$ cat src/hdl/jdsm_pkg.sv
`timescale 1ns / 1ps

package jdsm_pkg;

  // Converter width and quantization step of the raw samples.
  localparam int ADC_BITS   = 12;
  localparam int QUANT_STEP = 5;
  localparam int SPEED_W    = 10;
  localparam int CFG_IDX_W  = 3;

  // Reciprocal used for the divide by the quantization step.
  localparam int QSH    = ADC_BITS + 4;
  localparam int QRECIP = ((1 << QSH) + QUANT_STEP - 1) / QUANT_STEP;
  localparam int QPW    = 2 * ADC_BITS + 5;

  // Product of deflection and speed span, and the radix-4 divider built on it.
  localparam int PROD_W    = ADC_BITS + SPEED_W;
  localparam int DIV_ITERS = (PROD_W + 1) / 2;
  localparam int DVD_W     = 2 * DIV_ITERS;

  typedef enum logic [2:0] {
    OP_DRIVE    = 3'd0,
    OP_DEFAULTS = 3'd1,
    OP_CENTER   = 3'd2,
    OP_RANGE    = 3'd3,
    OP_VALIDATE = 3'd4
  } op_e;

  typedef enum logic [1:0] {
    CMD_NONE     = 2'd0,
    CMD_STOP     = 2'd1,
    CMD_FORWARD  = 2'd2,
    CMD_BACKWARD = 2'd3
  } cmd_e;

  typedef enum logic [CFG_IDX_W-1:0] {
    REG_CENTER_X  = 3'd0,
    REG_CENTER_Y  = 3'd1,
    REG_LOW       = 3'd2,
    REG_HIGH      = 3'd3,
    REG_DEAD_BAND = 3'd4,
    REG_SPEED_MIN = 3'd5,
    REG_SPEED_MAX = 3'd6
  } reg_e;

  // What one axis lane hands to the merging stage.
  typedef struct packed {
    logic               done;
    logic               above;
    logic [SPEED_W-1:0] speed;
  } lane_res_t;

  // Rounds a sample down to a multiple of the quantization step. The
  // reciprocal is rounded up, so the estimate is at most one step high.
  function automatic logic [ADC_BITS-1:0] quantize(input logic [ADC_BITS-1:0] v);
    logic [QPW-1:0]    prod;
    logic [ADC_BITS:0] m;
    prod = QPW'(v) * QPW'(QRECIP);
    m    = (ADC_BITS + 1)'((prod >> QSH) * QUANT_STEP);
    if (m > {1'b0, v}) begin
      m = m - (ADC_BITS + 1)'(QUANT_STEP);
    end
    return m[ADC_BITS-1:0];
  endfunction

endpackage

$ cat src/hdl/jdsm_lane.sv
`timescale 1ns / 1ps

module jdsm_lane (
  input  logic                             clk_i,
  input  logic                             rst_ni,
  input  logic                             start_i,
  input  logic [jdsm_pkg::ADC_BITS-1:0]    value_i,
  input  logic [jdsm_pkg::ADC_BITS-1:0]    center_i,
  input  logic [jdsm_pkg::ADC_BITS-1:0]    low_i,
  input  logic [jdsm_pkg::ADC_BITS-1:0]    high_i,
  input  logic [jdsm_pkg::ADC_BITS-1:0]    dead_band_i,
  input  logic [jdsm_pkg::SPEED_W-1:0]     speed_min_i,
  input  logic [jdsm_pkg::SPEED_W-1:0]     speed_max_i,
  output jdsm_pkg::lane_res_t              res_o
);
  import jdsm_pkg::*;

  localparam int SW    = ADC_BITS + 2;
  localparam int SPW   = SPEED_W + 2;
  localparam int RW    = DVD_W + 2;
  localparam int CNT_W = (DIV_ITERS > 1) ? $clog2(DIV_ITERS) : 1;

  typedef enum logic [1:0] {
    LS_IDLE,
    LS_MUL,
    LS_DIV,
    LS_FIN
  } lstate_e;

  lstate_e lstate_q;

  logic [ADC_BITS-1:0] nm_q, div_q, rem_q;
  logic [SPEED_W-1:0]  dm_q, base_q, speed_q;
  logic                neg_q, zero_q, above_q, done_q;
  logic [DVD_W-1:0]    dvd_q, quo_q;
  logic [CNT_W-1:0]    cnt_q;

  // Operand setup: dead band snap, direction, and the signed terms of the map.
  logic signed [SW-1:0]  v_s, c_s, lo_s, hi_s, db_s, vv, n, span;
  logic signed [SPW-1:0] smin_s, smax_s, d;
  logic                  win, above;
  logic [SPEED_W-1:0]    base;

  always_comb begin
    v_s    = $signed({2'b00, value_i});
    c_s    = $signed({2'b00, center_i});
    lo_s   = $signed({2'b00, low_i});
    hi_s   = $signed({2'b00, high_i});
    db_s   = $signed({2'b00, dead_band_i});
    smin_s = $signed({2'b00, speed_min_i});
    smax_s = $signed({2'b00, speed_max_i});
    win    = (v_s > c_s - db_s) && (v_s < c_s + db_s);
    vv     = win ? c_s : v_s;
    above  = vv > c_s;
    if (above) begin
      n    = vv - c_s;
      span = hi_s - c_s;
      d    = smax_s - smin_s;
      base = speed_min_i;
    end else begin
      n    = vv - lo_s;
      span = c_s - lo_s;
      d    = smin_s - smax_s;
      base = speed_max_i;
    end
  end

  logic [SW-1:0]  n_abs, span_abs;
  logic [SPW-1:0] d_abs;

  assign n_abs    = n[SW-1] ? SW'(-n) : SW'(n);
  assign span_abs = span[SW-1] ? SW'(-span) : SW'(span);
  assign d_abs    = d[SPW-1] ? SPW'(-d) : SPW'(d);

  // Two restoring division steps per cycle.
  logic [ADC_BITS-1:0] rem_n;
  logic [ADC_BITS:0]   trial;
  logic [1:0]          qbits;

  always_comb begin
    rem_n = rem_q;
    qbits = '0;
    trial = '0;
    for (int i = 0; i < 2; i++) begin
      trial = {rem_n, dvd_q[DVD_W-1-i]};
      if (trial >= {1'b0, div_q}) begin
        trial        = trial - {1'b0, div_q};
        qbits[1 - i] = 1'b1;
      end
      rem_n = trial[ADC_BITS-1:0];
    end
  end

  // Signed result, offset and clamp.
  logic signed [RW-1:0] q_s, r_s, lo_b, hi_b;
  logic [SPEED_W-1:0]   speed_n;

  always_comb begin
    q_s  = $signed({2'b00, quo_q});
    q_s  = neg_q ? -q_s : q_s;
    r_s  = q_s + $signed(RW'(base_q));
    lo_b = (speed_min_i < speed_max_i) ? $signed(RW'(speed_min_i))
                                       : $signed(RW'(speed_max_i));
    hi_b = (speed_min_i < speed_max_i) ? $signed(RW'(speed_max_i))
                                       : $signed(RW'(speed_min_i));
    if (r_s < lo_b) begin
      r_s = lo_b;
    end
    if (r_s > hi_b) begin
      r_s = hi_b;
    end
    speed_n = zero_q ? speed_min_i : r_s[SPEED_W-1:0];
  end

  always_ff @(posedge clk_i or negedge rst_ni) begin
    if (!rst_ni) begin
      lstate_q <= LS_IDLE;
      done_q   <= 1'b0;
      cnt_q    <= '0;
    end else begin
      done_q <= (lstate_q == LS_FIN);
      case (lstate_q)
        LS_IDLE: begin
          if (start_i) begin
            lstate_q <= LS_MUL;
          end
        end
        LS_MUL: begin
          cnt_q    <= '0;
          lstate_q <= LS_DIV;
        end
        LS_DIV: begin
          cnt_q <= cnt_q + 1'b1;
          if (cnt_q == CNT_W'(DIV_ITERS - 1)) begin
            lstate_q <= LS_FIN;
          end
        end
        LS_FIN: begin
          lstate_q <= LS_IDLE;
        end
        default: lstate_q <= LS_IDLE;
      endcase
    end
  end

  always_ff @(posedge clk_i) begin
    case (lstate_q)
      LS_IDLE: begin
        if (start_i) begin
          nm_q    <= n_abs[ADC_BITS-1:0];
          dm_q    <= d_abs[SPEED_W-1:0];
          div_q   <= span_abs[ADC_BITS-1:0];
          neg_q   <= n[SW-1] ^ d[SPW-1] ^ span[SW-1];
          zero_q  <= (span == '0);
          base_q  <= base;
          above_q <= above;
        end
      end
      LS_MUL: begin
        dvd_q <= DVD_W'(nm_q) * DVD_W'(dm_q);
        rem_q <= '0;
        quo_q <= '0;
      end
      LS_DIV: begin
        dvd_q <= dvd_q << 2;
        quo_q <= {quo_q[DVD_W-3:0], qbits};
        rem_q <= rem_n;
      end
      LS_FIN: begin
        speed_q <= speed_n;
      end
      default: ;
    endcase
  end

  assign res_o.done  = done_q;
  assign res_o.above = above_q;
  assign res_o.speed = speed_q;

endmodule

$ cat src/hdl/jdsm_merge.sv
`timescale 1ns / 1ps

module jdsm_merge (
  input  jdsm_pkg::lane_res_t            lane_x_i,
  input  jdsm_pkg::lane_res_t            lane_y_i,
  input  logic [jdsm_pkg::SPEED_W-1:0]   speed_min_i,
  output jdsm_pkg::cmd_e                 command_o
);
  import jdsm_pkg::*;

  // Both axes at or below the center speed means stop; otherwise only the
  // Y direction decides between forward and backward.
  always_comb begin
    if (lane_x_i.speed <= speed_min_i && lane_y_i.speed <= speed_min_i) begin
      command_o = CMD_STOP;
    end else if (lane_y_i.above) begin
      command_o = CMD_FORWARD;
    end else begin
      command_o = CMD_BACKWARD;
    end
  end

endmodule

$ cat src/hdl/joystick_deadband_speed_mapper.sv
`timescale 1ns / 1ps
// Channel | Handshake                   | Word
// --------+-----------------------------+---------------------------------------------
// in      | in_valid_i / in_ready_o     | opcode_i, raw_x_i, raw_y_i
// out     | out_valid_o / out_ready_i   | command_o, speed_a_o, speed_b_o, calib_ok_o
// cfg     | cfg_valid_i / cfg_ready_o   | cfg_index_i, cfg_data_i
//
// A drive word while started has its result set by the radix-4 divider in each axis
// lane (a multiply step and 11 iterations), then passes through the wait and hold states.
// Every other word goes from execution straight to the hold state.
// One word is worked on at a time; the next is accepted in the cycle after the previous
// result is loaded, while it may still wait in the output register. A full output register
// stalls the loading of the next result.
// Reset is asynchronous and active low and loads the register reset values and the
// default calibration, stopped. The configuration channel is always ready.

module joystick_deadband_speed_mapper (
  input  logic                                clk_i,
  input  logic                                rst_ni,
  input  logic                                in_valid_i,
  output logic                                in_ready_o,
  input  logic [2:0]                          opcode_i,
  input  logic [jdsm_pkg::ADC_BITS-1:0]       raw_x_i,
  input  logic [jdsm_pkg::ADC_BITS-1:0]       raw_y_i,
  output logic                                out_valid_o,
  input  logic                                out_ready_i,
  output logic [1:0]                          command_o,
  output logic [jdsm_pkg::SPEED_W-1:0]        speed_a_o,
  output logic [jdsm_pkg::SPEED_W-1:0]        speed_b_o,
  output logic                                calib_ok_o,
  input  logic                                cfg_valid_i,
  output logic                                cfg_ready_o,
  input  logic [jdsm_pkg::CFG_IDX_W-1:0]      cfg_index_i,
  input  logic [jdsm_pkg::ADC_BITS-1:0]       cfg_data_i
);
  import jdsm_pkg::*;

  typedef enum logic [1:0] {
    ST_IDLE,
    ST_EXEC,
    ST_WAIT,
    ST_HOLD
  } state_e;

  state_e state_q;

  // Configuration registers.
  logic [ADC_BITS-1:0] def_cx_q, def_cy_q, def_low_q, def_high_q, dead_band_q;
  logic [SPEED_W-1:0]  speed_min_q, speed_max_q;

  // Calibration state.
  logic [ADC_BITS-1:0] center_x_q, center_y_q, low_x_q, low_y_q, high_x_q, high_y_q;
  logic                started_q;

  // The accepted word, quantized on the way in.
  logic [2:0]          op_q;
  logic [ADC_BITS-1:0] x_q, y_q;

  // Result waiting for the output register, and the output register itself.
  logic [1:0]          res_cmd_q, cmd_q;
  logic [SPEED_W-1:0]  res_sa_q, res_sb_q, sa_q, sb_q;
  logic                res_ok_q, ok_q, out_valid_q;

  lane_res_t lane_x, lane_y;
  cmd_e      merged_cmd;
  logic      lane_start, cal_bad;

  assign cfg_ready_o = 1'b1;
  assign in_ready_o  = (state_q == ST_IDLE);

  assign out_valid_o = out_valid_q;
  assign command_o   = cmd_q;
  assign speed_a_o   = sa_q;
  assign speed_b_o   = sb_q;
  assign calib_ok_o  = ok_q;

  // Both lanes start together, only for a drive word while started.
  assign lane_start = (state_q == ST_EXEC) && (op_q == OP_DRIVE) && started_q;

  // Validation looks at the X axis only.
  assign cal_bad = (center_x_q == '0) || (low_x_q == center_x_q) ||
                   (high_x_q == low_x_q) || (high_x_q == center_x_q);

  always_ff @(posedge clk_i or negedge rst_ni) begin
    if (!rst_ni) begin
      def_cx_q    <= ADC_BITS'(2048);
      def_cy_q    <= ADC_BITS'(2048);
      def_low_q   <= '0;
      def_high_q  <= ADC_BITS'(4095);
      dead_band_q <= ADC_BITS'(100);
      speed_min_q <= '0;
      speed_max_q <= SPEED_W'(255);
    end else if (cfg_valid_i) begin
      case (cfg_index_i)
        REG_CENTER_X:  def_cx_q    <= cfg_data_i;
        REG_CENTER_Y:  def_cy_q    <= cfg_data_i;
        REG_LOW:       def_low_q   <= cfg_data_i;
        REG_HIGH:      def_high_q  <= cfg_data_i;
        REG_DEAD_BAND: dead_band_q <= cfg_data_i;
        REG_SPEED_MIN: speed_min_q <= cfg_data_i[SPEED_W-1:0];
        REG_SPEED_MAX: speed_max_q <= cfg_data_i[SPEED_W-1:0];
        default: ;
      endcase
    end
  end

  always_ff @(posedge clk_i or negedge rst_ni) begin
    if (!rst_ni) begin
      state_q     <= ST_IDLE;
      center_x_q  <= ADC_BITS'(2048);
      center_y_q  <= ADC_BITS'(2048);
      low_x_q     <= '0;
      low_y_q     <= '0;
      high_x_q    <= ADC_BITS'(4095);
      high_y_q    <= ADC_BITS'(4095);
      started_q   <= 1'b0;
      op_q        <= '0;
      x_q         <= '0;
      y_q         <= '0;
      res_cmd_q   <= '0;
      res_sa_q    <= '0;
      res_sb_q    <= '0;
      res_ok_q    <= 1'b0;
      out_valid_q <= 1'b0;
      cmd_q       <= '0;
      sa_q        <= '0;
      sb_q        <= '0;
      ok_q        <= 1'b0;
    end else begin
      // The hold state reloads the output register itself whenever it is taken.
      if (out_ready_i && state_q != ST_HOLD) begin
        out_valid_q <= 1'b0;
      end
      case (state_q)
        ST_IDLE: begin
          if (in_valid_i) begin
            op_q    <= opcode_i;
            x_q     <= quantize(raw_x_i);
            y_q     <= quantize(raw_y_i);
            state_q <= ST_EXEC;
          end
        end
        ST_EXEC: begin
          // Anything but a started drive answers with zero speeds and no command.
          res_cmd_q <= CMD_NONE;
          res_sa_q  <= '0;
          res_sb_q  <= '0;
          res_ok_q  <= (op_q == OP_VALIDATE) && !cal_bad;
          state_q   <= ((op_q == OP_DRIVE) && started_q) ? ST_WAIT : ST_HOLD;
          case (op_q)
            OP_DEFAULTS: begin
              center_x_q <= def_cx_q;
              center_y_q <= def_cy_q;
              low_x_q    <= def_low_q;
              low_y_q    <= def_low_q;
              high_x_q   <= def_high_q;
              high_y_q   <= def_high_q;
              started_q  <= 1'b1;
            end
            OP_CENTER: begin
              center_x_q <= x_q;
              low_x_q    <= x_q;
              high_x_q   <= x_q;
              center_y_q <= y_q;
              low_y_q    <= y_q;
              high_y_q   <= y_q;
            end
            OP_RANGE: begin
              if (x_q < low_x_q)  low_x_q  <= x_q;
              if (y_q < low_y_q)  low_y_q  <= y_q;
              if (x_q > high_x_q) high_x_q <= x_q;
              if (y_q > high_y_q) high_y_q <= y_q;
            end
            OP_VALIDATE: begin
              if (cal_bad) begin
                center_x_q <= def_cx_q;
                center_y_q <= def_cy_q;
                low_x_q    <= def_low_q;
                low_y_q    <= def_low_q;
                high_x_q   <= def_high_q;
                high_y_q   <= def_high_q;
                started_q  <= 1'b0;
              end else begin
                started_q <= 1'b1;
              end
            end
            default: ;
          endcase
        end
        ST_WAIT: begin
          if (lane_x.done) begin
            res_cmd_q <= merged_cmd;
            res_sa_q  <= lane_x.speed;
            res_sb_q  <= lane_y.speed;
            res_ok_q  <= 1'b0;
            state_q   <= ST_HOLD;
          end
        end
        ST_HOLD: begin
          // Move the result out as soon as the output register is free.
          if (!out_valid_q || out_ready_i) begin
            out_valid_q <= 1'b1;
            cmd_q       <= res_cmd_q;
            sa_q        <= res_sa_q;
            sb_q        <= res_sb_q;
            ok_q        <= res_ok_q;
            state_q     <= ST_IDLE;
          end
        end
        default: state_q <= ST_IDLE;
      endcase
    end
  end

  jdsm_lane u_lane_x (
    .clk_i       (clk_i),
    .rst_ni      (rst_ni),
    .start_i     (lane_start),
    .value_i     (x_q),
    .center_i    (center_x_q),
    .low_i       (low_x_q),
    .high_i      (high_x_q),
    .dead_band_i (dead_band_q),
    .speed_min_i (speed_min_q),
    .speed_max_i (speed_max_q),
    .res_o       (lane_x)
  );

  jdsm_lane u_lane_y (
    .clk_i       (clk_i),
    .rst_ni      (rst_ni),
    .start_i     (lane_start),
    .value_i     (y_q),
    .center_i    (center_y_q),
    .low_i       (low_y_q),
    .high_i      (high_y_q),
    .dead_band_i (dead_band_q),
    .speed_min_i (speed_min_q),
    .speed_max_i (speed_max_q),
    .res_o       (lane_y)
  );

  jdsm_merge u_merge (
    .lane_x_i    (lane_x),
    .lane_y_i    (lane_y),
    .speed_min_i (speed_min_q),
    .command_o   (merged_cmd)
  );

  // The two lanes run in lock step.
  assert property (@(posedge clk_i) disable iff (!rst_ni)
    lane_x.done == lane_y.done)
    else $error("axis lanes finished in different cycles");

  // A lane only finishes while the controller waits for it.
  assert property (@(posedge clk_i) disable iff (!rst_ni)
    lane_x.done |-> state_q == ST_WAIT)
    else $error("lane result arrived outside the wait state");

  // Words without a command carry zero speeds.
  assert property (@(posedge clk_i) disable iff (!rst_ni)
    out_valid_o && command_o == CMD_NONE |-> speed_a_o == '0 && speed_b_o == '0)
    else $error("nonzero speed on a word without a command");

  // A passed validation never comes with a drive command.
  assert property (@(posedge clk_i) disable iff (!rst_ni)
    out_valid_o && calib_ok_o |-> command_o == CMD_NONE)
    else $error("calibration pass flagged on a drive result");

  // A word is only accepted when no earlier one is still in flight.
  assert property (@(posedge clk_i) disable iff (!rst_ni)
    in_valid_i && in_ready_o |=> state_q == ST_EXEC)
    else $error("accepted word did not enter execution");

endmodule
$ cat config.mk
export PLATFORM = sky130hd
export DESIGN_NAME = joystick_deadband_speed_mapper
export DESIGN_NICKNAME = d
export VERILOG_FILES = /design/src/hdl/jdsm_pkg.sv /design/src/hdl/jdsm_lane.sv /design/src/hdl/jdsm_merge.sv /design/src/hdl/joystick_deadband_speed_mapper.sv
export SDC_FILE = /design/constraint.sdc
export NUM_CORES = 2
export LEC_CHECK = 0
export BUFFER_PORTS_ARGS = -buffer_cell sky130_fd_sc_hd__buf_2
export CAP_MARGIN = 10
export CORE_ASPECT_RATIO = 1.25
export CORE_MARGIN = 1.5
export CORE_UTILIZATION = 25
export DETAILED_ROUTE_END_ITERATION = 12
export PLACE_DENSITY = 0.49
export SYNTH_ARGS = -nofsm -noshare
export SYNTH_HDL_FRONTEND = slang
export SYNTH_HIERARCHICAL = 1
export SYNTH_SLANG_ARGS = --single-unit
$ cat constraint.sdc
create_clock -name clk_i -period 11.6 [get_ports clk_i]
set_clock_uncertainty 0.15 [all_clocks]
set_input_delay 1.16 -clock clk_i [delete_from_list [all_inputs] [get_ports clk_i]]
set_output_delay 1.16 -clock clk_i [all_outputs]
set_load 0.01 [all_outputs]
==> flow_summary_export.csv <==
group,metric,value,unit
place,dpl.hpwl,112000,um
cts,cts_buffer_depth,3,
timing,maxSlewHeadroom,20.1,%
place,pre_cts_slack,1.13,ns
timing,min_period,9.77,ns
global_route,grt_max_degree,169,
global_route,antenna_found_initial,19,
cts,htree_levels,2,
timing,fmax,102,MHz
worst_setup_path,crit_path_top_delay_cell,"o31ai_1",
finish,drive_gt1_share,10.8,%
global_route,grt_use_total,13.0,%
route,wirelength,141000,um
timing,setup_tns,0,ns
cts,clock_sinks,467,
worst_setup_path,slowest_delay,0.64,ns
floorplan,die_x,414,um
timing,setup_viol,0,
cts,clkLatencyLatePin,0.67,ns
min_path,hp-class,"in2async",
route,drt-pass1-iter-count,6,
route,wl_per_cell,16.6,um
global_route,grt_overflow,0,
floorplan,rows,188,
place,routabilityCongestion,0.851,
cts,cts_made_buffers,57,
place,io_buffers,71,
floorplan,initial_core_util,25.2,%
route,drc,0,
cts,postCtsSetupBuffers,0,
finish,fin_cells,8498,
route,via_per_inst,4.71,
cts,clockRootBuffer,"clkbuf_16",
finish,final_util,27.8,%
timing,period_share,84.2,%
floorplan,num_io_pins,73,
floorplan,fp.dieArea,0.214,mm^2
worst_setup_path,cp.arrival,10.23,ns
run,cap_violations,0,
timing,tightest_slew,1.19,ns
global_route,grt_pass1_vias,40800,
finish,synthToLayoutAreaGrowth,10.5,%
global_route,grt_pass1_wl,226000,um
worst_setup_path,crit_type,"in2reg",
timing,rsz0062_at_grt,"false",
synthesis,synth.net_count,6753,
worst_setup_path,critPathRequiredTime,12.06,ns
cts,cts_resized,0,
synthesis,synth.avg_cell_area,9.30,um^2
route,ant_nets,0,
synthesis,ys_warn_count,6,
timing,drv_slew,0,
cts,tritoncts,"yes",
worst_setup_path,crit_buf_inv,6,
worst_setup_path,setup.worst_path.end_class,"flip-flop",
worst_setup_path,crit_fanout,11,
timing,setup_ws,1.83,ns
worst_setup_path,cp-start-kind,"primary input",
route,drt_iter0_drc,1995,
cts,path_clk_slew,0.06,ns
floorplan,die_h,517,um
worst_setup_path,cpLargestDelayFamily,"adder cells",
place,dp_cells,8382,
run_status,status,"complete, no violations",
floorplan,core-area,0.210,mm^2
finish,nets,6755,
cts,cts_hold_buf,0,
synthesis,synth_cells,5684,
route,detailroute.via_count,40000,
timing,hold_violations,0,
synthesis,syn_area,0.0529,mm^2
-- cell type report --
| class | instances | area, um^2 |
|---|---|---|
| antenna | 8 | 20.0 |
| clock buffer | 74 | 1570 |
| clock inverter | 34 | 462 |
| fill | 22300 | 152000 |
| inverter | 715 | 2680 |
| multi-input combinational | 4333 | 36700 |
| sequential | 467 | 12900 |
| tap | 2755 | 3450 |
| timing repair buffer | 112 | 686 |
-- metrics by stage --
step,hold slack (ns),instance area (um^2)
floorplan,0.312,52900
global placement,0.333,56400
detailed placement,0.338,56400
CTS,0.319,58400
global route,0.331,58400
finish,0.321,58400
-- placed cells by master (no fill, tap or decap), types with 110 or more instances in the layout --
master,count
and2_1,167
xor2_1,111
o21ai_0,242
mux2_2,246
a21o_1,110
nor2_1,244
edfxtp_1,225
xnor2_1,260
fa_1,254
nand2_1,503
dfrtp_1,191
a21oi_1,305
inv_1,711
ha_1,764
-- registers in the layout (all words and copies together) (netlist names), 22 cells and up --
register	cells
u_lane_y/quo_q	22
u_lane_x/dvd_q	22
u_lane_x/quo_q	22
u_lane_y/dvd_q	22
-- final timing paths --
check | from | endpoint | slack, ns | cells past startpoint
worst min register to register | command_o[0]$_DFFE_PN0P_ | command_o[0]$_DFFE_PN0P_ | 0.35 | 1
worst min-delay path | rst_ni | speed_b_o[7]$_DFFE_PN0P_ | 0.32 | 1
worst max-delay path | raw_x_i[3] | x_q[6]$_DFFE_PN0P_ | 1.83 | 36
max in group asynchronous | rst_ni | center_x_q[5]$_DFFE_PN0P_ | 9.53 | 2
min in group clk_i | command_o[0]$_DFFE_PN0P_ | command_o[0]$_DFFE_PN0P_ | 0.35 | 1
worst max register to register | center_x_q[0]$_DFFE_PN0P_ | u_lane_x/dm_q[8]$_DFFE_PP_ | 2.54 | 35
-- routing by layer --
layer	global-route usage, %	up-vias	wire [um]
met5	0	-	96
met4	3.93	14	3570
met3	1.22	178	4630
met2	23.1	572	68600
met1	16.6	19500	64000
li1	-	19800	-
Power is left out: the tool's default activity adds up to more than one toggle a clock period on the data nets, which glitch-free logic cannot reach.
